<file path="config.mk">
export PLATFORM = sky130hd
export DESIGN_NAME = pvs_ram
export DESIGN_NICKNAME = d
export VERILOG_FILES = /design/src/rtl/core/pvs_ram.sv
export SDC_FILE = /design/constraint.sdc
export NUM_CORES = 1
export LEC_CHECK = 0
export ABC_AREA = 1
export BUFFER_PORTS_ARGS = -buffer_cell sky130_fd_sc_hd__buf_2
export CORE_UTILIZATION = 30
export CTS_CLUSTER_DIAMETER = 150
export CTS_CLUSTER_SIZE = 10
export DETAILED_ROUTE_END_ITERATION = 10
export HOLD_SLACK_MARGIN = 0.1
export PLACE_DENSITY_LB_ADDON = 0.15
export REMOVE_ABC_BUFFERS = 1
export SLEW_MARGIN = 0
export SYNTH_ARGS = -nofsm -noshare
export SYNTH_HDL_FRONTEND = slang
export SYNTH_SLANG_ARGS = --single-unit
export TNS_END_PERCENT = 5
</file>
<file path="constraint.sdc">
create_clock -name clk -period 1.31 [get_ports clk]
set_input_delay 0.0655 -clock clk [delete_from_list [all_inputs] [get_ports clk]]
set_output_delay 0.0655 -clock clk [all_outputs]
set_load 0.005 [all_outputs]
</file>
<file path="src/rtl/core/pvs_ram.sv">
// Generic simple dual-port RAM, one write port and one registered read port.
// No dependencies.
module pvs_ram #(
	parameter int WIDTH = 8,
	parameter int DEPTH = 16,
	localparam int AW = (DEPTH > 1) ? $clog2(DEPTH) : 1
) (
	input  logic                     clk,
	input  logic                     we,
	input  logic [AW-1:0]            waddr,
	input  logic [WIDTH-1:0]         wdata,
	input  logic [AW-1:0]            raddr,
	output logic [WIDTH-1:0]         rdata
);
	logic [WIDTH-1:0] mem_q [DEPTH];
	logic [WIDTH-1:0] rdata_q;

	always_ff @(posedge clk) begin
		if (we) begin
			mem_q[waddr] <= wdata;
		end
		rdata_q <= mem_q[raddr];
	end

	assign rdata = rdata_q;
endmodule

</file>
==> reports/qor.yml <==
grt_usage_pct: 16.1
core_mm2: 0.0188
fin_nets: 626
leakage_nw: 3.01
dieWidth_um: 141
worst_slew_pin_slew_ns: 0.404
wl_per_cell_um: 17.1
synth_cell_types: 12
synth_top_family_by_area: "simple AND/OR/NAND/NOR gates"
worstHoldPathType: "in -> reg"
grt_start_max_net_pins: 51
rsz0062_at_grt: "no"
final.period_utilization_pct: 86.4
synth_area_leaders: "edfxtp_1 67%, nand2_1 11%, nand3_1 8.4%"
yosysWarnings: 0
grt_pass1_vias: 3699
postSynthCellCount: 551
drt-pass1-iter-count: 5
synth_compound_area_share_pct: 0
clock-sinks: 136
synth_simple_gate_area_share_pct: 21.0
slew_viol_final: 0
area_growth_pct: 21.3
cp.required_ns: 1.62
p_total_mw: 10.3
overflow: 0
ff2ff_path_depth: 6
start_kind: "input port"
period_minus_slack_ns: 1.13
synth_mux_area_share_pct: 0
yosys.area.top_type_share_pct: 66.7
netlist_area_mm2: 0.00577
crit_arrival_ns: 1.45
clk_latency_ns: 0.42
portBuffers: 25
h-tree-depth: 4
postRouteAntennaNets: 0
cts_tree: "yes"
dp_hpwl_um: 9080
drive_above_1_share_pct: 13.2
wl_um: 14600
dieArea_mm2: 0.0198
die_height_um: 141
drt_iter0_drc: 289
grt_first_pass_wirelength_um: 22500
yosysSeqAreaShare_pct: 69.4
cap_violations: 0
vias: 3766
rows: 50
hold_depth: 6
critical_path_class: "in -> reg"
start_util_pct: 30.7
clock_skew_ns: 0.00891
ctsHoldBuffers: 9
hold_viol_final: 0
place_area_mm2: 0.00631
synth_top_area_cell: "edfxtp_1"
diodes: 0
ys_ff_latch: 136
hold_ws_ns: 0.244
synth_fa_ha_area_share_pct: 0
vias_per_cell: 4.40
ir_worst_vdd_v: 0.000800
clockBufferDepth: 2
crit_fanout: 16
cts_inserted_buffers: 17
route.detailed.drc: 0
finalSetupViolCount: 0
final_area_mm2: 0.00700
outcome: "completed"
power_per_cell_area_mw_per_mm2: 1480
synth_xor_area_share_pct: 0
cts_setup_buffers: 0
num_io_pins: 26
slew_headroom_pct: 73.0
clk_pin_slew_ns: 0.06
cts_resized: 0
fmax_ghz: 0.883
clock-root-buffer: "clkbuf_16"
fin_tns_setup_ns: 0
nFillCells: 1871
antenna_found_initial: 0
crit_path_end_kind: "register"
gp_congestion: 0.746
syn_avg_cell_area_um2: 10.5
-- flip-flops by register name, indices dropped and copies added, names as in the netlist --
name,count
mem_q,128
rdata,8
-- worst max-delay path, cell delays in order --
cell           delay (ns)
dlygate4sd3_1        0.53
buf_2                0.16
inv_1                0.09
buf_12               0.17
nand3_1              0.17
nand3_1              0.17
nand2_1              0.07
-- layer usage --
layer	routed length (um)	GRT usage (%)	vias up
met5	0	0	-
met4	293	6.58	0
met3	648	3.97	22
met2	6420	23.4	95
met1	7290	22.9	1764
li1	-	-	1885
-- stage by stage --
stage / setup slack (ns) / std cells / utilization, %
after floorplan: 0.264 / 527 / -
after global placement: 0.165 / 813 / 33.6
after detailed placement: 0.163 / 813 / 33.6
after CTS: 0.198 / 854 / 37.2
after global routing: 0.146 / 855 / 37.3
final: 0.178 / 855 / 37.3
-- kinds of logic after synthesis --
group / after synthesis
buffers and inverters: 126
AND/OR/NAND/NOR: 289
flip-flops: 136
-- layout by cell type (no fill, tap or decap), types with 3 or more instances in the layout --
cell type	n
bufinv_16	3
clkinv_4	3
buf_2	25
nand2_1	173
dlygate4sd3_1	10
dfxtp_1	8
nor2_1	17
clkinv_2	3
nand3_1	97
edfxtp_1	128
clkbuf_16	17
inv_1	100
buf_4	20
buf_12	7
clkinv_1	3
-- final timing paths --
check	start	to	slack, ns
worst min register to register	mem_q[10][0]$_DFFE_PP_	rdata[0]$_DFF_P_	0.65
worst max-delay path	raddr[2]	rdata[3]$_DFF_P_	0.18
worst max register to register	mem_q[1][3]$_DFFE_PP_	rdata[3]$_DFF_P_	0.27
worst min-delay path	raddr[1]	rdata[0]$_DFF_P_	0.24
-- power by group --
group	switching (mW)	internal (mW)
sequential	0.0294	4.86
combinational	0.438	0.229
clock	1.81	2.97
total	2.28	8.06
-- synthesized netlist by cell type --
library cell and number:
buf_4 4, buf_2 13, inv_1 100, nor2_1 17, nand2_1 173, edfxtp_1 128
buf_6 6, nand3_1 97, inv_2 2, dfxtp_1 8, buf_1 1, nand3b_1 2
-- layout make-up --
cell class / count / area (um^2) / area share, %
Clock buffer: 18 / 429 / 6.13
Clock inverter: 14 / 158 / 2.25
Inverter: 102 / 383 / 5.47
Multi-Input combinational cell: 289 / 1210 / 17.3
Sequential cell: 136 / 4000 / 57.2
Tap cell: 234 / 293 / 4.19
Timing Repair Buffer: 62 / 515 / 7.37
No activity file was read; power rests on OpenSTA's default activity.
