<file path="src/rtl/core/pvs_pkg.sv">
// Shared types and constants for the page victim selector.
// Holds the beat payloads, the policy codes, the sequencer states and the key select.
// No dependencies.
package pvs_pkg;

	localparam int FRAME_W = 7;
	localparam int KEY_W   = 32;
	// RAM entry: page_valid, last_access, load_time, use_count (msb to lsb)
	localparam int ENTRY_W = 1 + 3 * KEY_W;
	localparam logic [KEY_W-1:0] KEY_UNSET = '1;

	typedef enum logic [1:0] {
		POL_LRU  = 2'd0,
		POL_FIFO = 2'd1,
		POL_LFU  = 2'd2,
		POL_MFU  = 2'd3
	} policy_mode_t;

	typedef enum logic {
		OP_WRITE = 1'b0,
		OP_FIND  = 1'b1
	} opcode_t;

	typedef enum logic [1:0] {
		ST_IDLE,
		ST_SCAN,
		ST_DRAIN,
		ST_DONE
	} pvs_state_t;

	typedef struct packed {
		logic                    opcode;
		logic [FRAME_W-1:0]      frame_index;
		logic                    occupied;
		logic                    page_valid;
		logic signed [KEY_W-1:0] last_access;
		logic signed [KEY_W-1:0] load_time;
		logic signed [KEY_W-1:0] use_count;
	} in_item_t;

	typedef struct packed {
		logic [FRAME_W-1:0] victim_frame;
		logic               victim_found;
	} out_item_t;

	// sequencer to compare unit
	typedef struct packed {
		logic         clear;
		logic         step;
		logic         occ;
		policy_mode_t policy;
	} pvs_scan_ctl_t;

	function automatic logic [ENTRY_W-1:0] pack_entry(input in_item_t it);
		return {it.page_valid, it.last_access, it.load_time, it.use_count};
	endfunction

	function automatic logic [KEY_W-1:0] key_sel(input logic [ENTRY_W-1:0] e,
			input policy_mode_t pol);
		logic [KEY_W-1:0] k;
		unique case (pol)
			POL_LRU:  k = e[3*KEY_W-1:2*KEY_W];
			POL_FIFO: k = e[2*KEY_W-1:KEY_W];
			default:  k = e[KEY_W-1:0];
		endcase
		return k;
	endfunction

endpackage

</file>
<file path="src/rtl/core/pvs_scan.sv">
// Shared compare unit: takes one frame per step and keeps the running victim.
// Depends on pvs_pkg.
module pvs_scan #(
	parameter int AW = 7
) (
	input  logic                        clk,
	input  logic                        arst_n,
	input  pvs_pkg::pvs_scan_ctl_t      ctl,
	input  logic [AW-1:0]               idx,
	input  logic [pvs_pkg::ENTRY_W-1:0] entry,
	output pvs_pkg::out_item_t          res
);
	import pvs_pkg::*;

	logic              have_q, have_set_q, have_occ_q;
	logic [AW-1:0]     pick_q, first_q;
	logic [KEY_W-1:0]  best_q;
	logic [KEY_W-1:0]  key;
	logic              eligible, key_set, better;

	assign key      = key_sel(entry, ctl.policy);
	assign eligible = ctl.occ && entry[ENTRY_W-1];
	assign key_set  = (key != KEY_UNSET);
	assign better   = (ctl.policy == POL_MFU) ? ($signed(key) > $signed(best_q))
	                                          : ($signed(key) < $signed(best_q));

	always_ff @(posedge clk or negedge arst_n) begin
		if (!arst_n) begin
			have_q     <= 1'b0;
			have_set_q <= 1'b0;
			have_occ_q <= 1'b0;
		end else if (ctl.clear) begin
			have_q     <= 1'b0;
			have_set_q <= 1'b0;
			have_occ_q <= 1'b0;
		end else if (ctl.step) begin
			if (ctl.occ) begin
				have_occ_q <= 1'b1;
			end
			if (eligible && key_set && (!have_set_q || better)) begin
				have_q     <= 1'b1;
				have_set_q <= 1'b1;
			end else if (eligible && !key_set && !have_q) begin
				have_q <= 1'b1;
			end
		end
	end

	always_ff @(posedge clk) begin
		if (ctl.step) begin
			if (ctl.occ && !have_occ_q) begin
				first_q <= idx;
			end
			if (eligible && key_set && (!have_set_q || better)) begin
				pick_q <= idx;
				best_q <= key;
			end else if (eligible && !key_set && !have_q) begin
				pick_q <= idx;
			end
		end
	end

	// fall back to the first occupied frame when nothing eligible was seen
	always_comb begin
		res.victim_found = have_q || have_occ_q;
		if (have_q) begin
			res.victim_frame = FRAME_W'(32'(pick_q));
		end else if (have_occ_q) begin
			res.victim_frame = FRAME_W'(32'(first_q));
		end else begin
			res.victim_frame = '0;
		end
	end
endmodule

</file>
<file path="config.mk">
export PLATFORM = sky130hd
export DESIGN_NAME = pvs_scan
export DESIGN_NICKNAME = d
export VERILOG_FILES = /design/src/rtl/core/pvs_pkg.sv /design/src/rtl/core/pvs_scan.sv
export SDC_FILE = /design/constraint.sdc
export NUM_CORES = 1
export LEC_CHECK = 0
export ABC_CLOCK_PERIOD_IN_PS = 3900
export BUFFER_PORTS_ARGS = -buffer_cell sky130_fd_sc_hd__buf_4
export CORE_MARGIN = 3
export CORE_UTILIZATION = 45
export CTS_CLUSTER_DIAMETER = 80
export CTS_CLUSTER_SIZE = 40
export DETAILED_ROUTE_END_ITERATION = 7
export MAX_ROUTING_LAYER = met4
export PLACE_DENSITY = 0.77
export SYNTH_ARGS = -nofsm -noshare
export SYNTH_HDL_FRONTEND = slang
export SYNTH_SLANG_ARGS = --single-unit
</file>
<file path="constraint.sdc">
create_clock -name clk -period 3.9 [get_ports clk]
set_clock_uncertainty 0.05 [all_clocks]
set_input_delay 0.78 -clock clk [delete_from_list [all_inputs] [get_ports clk]]
set_output_delay 0.78 -clock clk [all_outputs]
set_load 0.02 [all_outputs]
</file>
==> qor.yml <==
synthTopCellsByCount: "edfxtp_1, nand2_1, inv_1, mux2i_1, ha_1"
arrival_ns: 3.65
antenna_cells: 0
syn_area_per_cell_um2: 10.5
path_max_fanout: 18
crit_top_cell: "buf_4"
synthArstFlopShare_pct: 6.12
dieWidth_um: 91.4
io_buffers: 118
drive_above_1_share_pct: 35.5
clockBufferDepth: 2
fin_cells: 538
cts_sinks: 49
dp_hpwl_um: 6360
antenna_found_initial: 0
ant_nets: 0
final.period_utilization_pct: 93.0
worst_ep_required_time_ns: 3.92
rows: 30
rsz0062_at_grt: "false"
die-area_um2: 8360
floorplan.initialDensity_pct: 47.3
max_stage_delay_ns: 0.43
leakage_nw: 2.06
grtUsageTotal_pct: 19.2
area.growth.synth_to_final_pct: 34.3
fmax_mhz: 276
post-route-util_pct: 63.5
worstHoldPathType: "input pin to async pin"
h-tree-depth: 2
grt_max_degree: 32
slew_headroom_pct: 59.4
cts_tree: "built"
viasPerCell: 5.21
cts.clk_slew.worst_paths_ns: 0.09
status: "finished, final reports clean"
root_buffer: "clkbuf_8"
max-vdd-ir-drop_v: 0.000141
layout_setup_ws_ns: 0.274
grt_first_pass_wirelength_um: 12700
cp_slowest_cell: "or3_1"
max-cap-violations: 0
wl_um: 7800
synthesis.area_um2: 3280
drc: 0
tightest_slew_ns: 0.607
syn_nets: 456
die_h_um: 91.4
crit_type: "input pin to flop"
post_cts_buffers: 0
wl_per_cell_um: 14.5
total_power_mw: 1.22
fin_nets: 584
slew_violations: 0
synth_edf_count: 46
whs_ns: 0.198
synth.distinct_cells: 41
cts_hold_buf: 0
synth_ff_type: "edfxtp_1"
routabilityCongestion: 0.886
final_hold_viol_count: 0
first_global_vias: 2755
core-area_um2: 6940
synth_seq_cells: 49
cts_buffers: 5
synth_top_area_share_pct: 42.1
power.density_nw_per_um2: 277
synth_top_area_cell: "edfxtp_1"
yosysSeqAreaShare_pct: 44.3
ctsResizeCount: 0
setup_viol: 0
fin_crit_ns: 3.63
nFillCells: 574
end_kind: "flop"
synth_cells: 313
ys_warn_count: 0
dp.cells: 530
drtIter0Drc: 108
io_pins: 119
critPathLaunchType: "input pin"
dp_slack_ns: -0.0649
first_pass_iters: 6
crit_chain: "buf_4 -> mux2i_1 -> o21ai_1 -> ha_1 -> nand4_1 -> or3_1 -> a211oi_1 -> o41ai_1 -> a31oi_1 -> mux2i_2 -> a21boi_4 -> buf_4"
via_count: 2802
yosysMostFrequentCell: "edfxtp_1"
gr-total-overflow: 0
yosys-top-cells-area: "edfxtp_1, ha_1, mux2i_1"
clock_latency_ns: 0.30
==> layer usage <==
metal | wire, um | GRT usage [%] | up-vias
li1 | - | - | 1405
met1 | 3450 | 24.3 | 1291
met2 | 3850 | 32.3 | 102
met3 | 429 | 2.82 | 4
met4 | 72 | 4.90 | 0
met5 | 0 | - | -
==> cells in the final DEF, fill, tap and decap left out, drive strengths merged, types with 3 or more instances in the layout <==
master	synthesis	layout
buf	11	133
edfxtp	46	46
nand2	45	45
o21ai	36	36
inv	33	33
mux2i	33	33
ha	32	32
a21oi	15	15
nand4	14	14
clkbuf	1	7
a22o	6	6
nor2	6	6
nor2b	4	4
nand3	3	3
dfrtp	3	3
==> logic make-up after synthesis <==
kind of cell	after synthesis	share of synthesized area (%)
simple gates	83	12.3
flops	49	44.3
mux	33	10.1
fa+ha+maj	32	12.2
buf+inv	45	6.93
compound gates	71	14.2
==> cell type report <==
class	instances	area [um^2]	area share, %
Timing Repair Buffer	133	1010	22.9
Multi-Input combinational cell	219	1620	36.6
Clock buffer	7	76.3	1.73
Tap cell	96	120	2.72
Sequential cell	49	1460	33.0
Clock inverter	1	7.51	0.170
Inverter	33	124	2.81
==> path summary, 6_finish.rpt <==
kind	from	cells past startpoint	end	slack [ns]
max	ctl[0]	12	best_q[16]$_DFFE_PP_	0.27
min	arst_n	1	have_occ_q$_DFFE_PN0P_	0.20
max reg2reg	best_q[15]$_DFFE_PP_	10	best_q[16]$_DFFE_PP_	1.05
min reg2reg	have_occ_q$_DFFE_PN0P_	2	have_occ_q$_DFFE_PN0P_	0.54
max in group asynchronous	arst_n	1	have_set_q$_DFFE_PN0P_	3.51
min in group clk	have_occ_q$_DFFE_PN0P_	2	have_occ_q$_DFFE_PN0P_	0.54
==> sequential cells by signal, summed over array words and instances (netlist names) <==
name / count
best_q: 32
pick_q: 7
have_occ_q: 1
have_q: 1
first_q: 7
have_set_q: 1
==> power by group <==
group	internal [mW]	switching (mW)
Sequential	0.600	0.00765
Combinational	0.164	0.154
Clock	0.127	0.167
==> metrics by stage <==
stage,cell area [um^2],setup TNS [ns]
finish,4410,0
global route,4410,0
global placement,4330,0
detailed placement,4330,-2.14
floorplan,3300,0
CTS,4410,0
==> critical path: cells and delay by family <==
| kind | cells | cell delay (ns) |
|---|---|---|
| buf+inv | 2 | 0.46 |
| mux | 2 | 0.62 |
| fa+ha+maj | 1 | 0.35 |
| compound gates | 5 | 0.85 |
| simple gates | 2 | 0.57 |
Note: power is estimated with default switching activity, not from simulation.
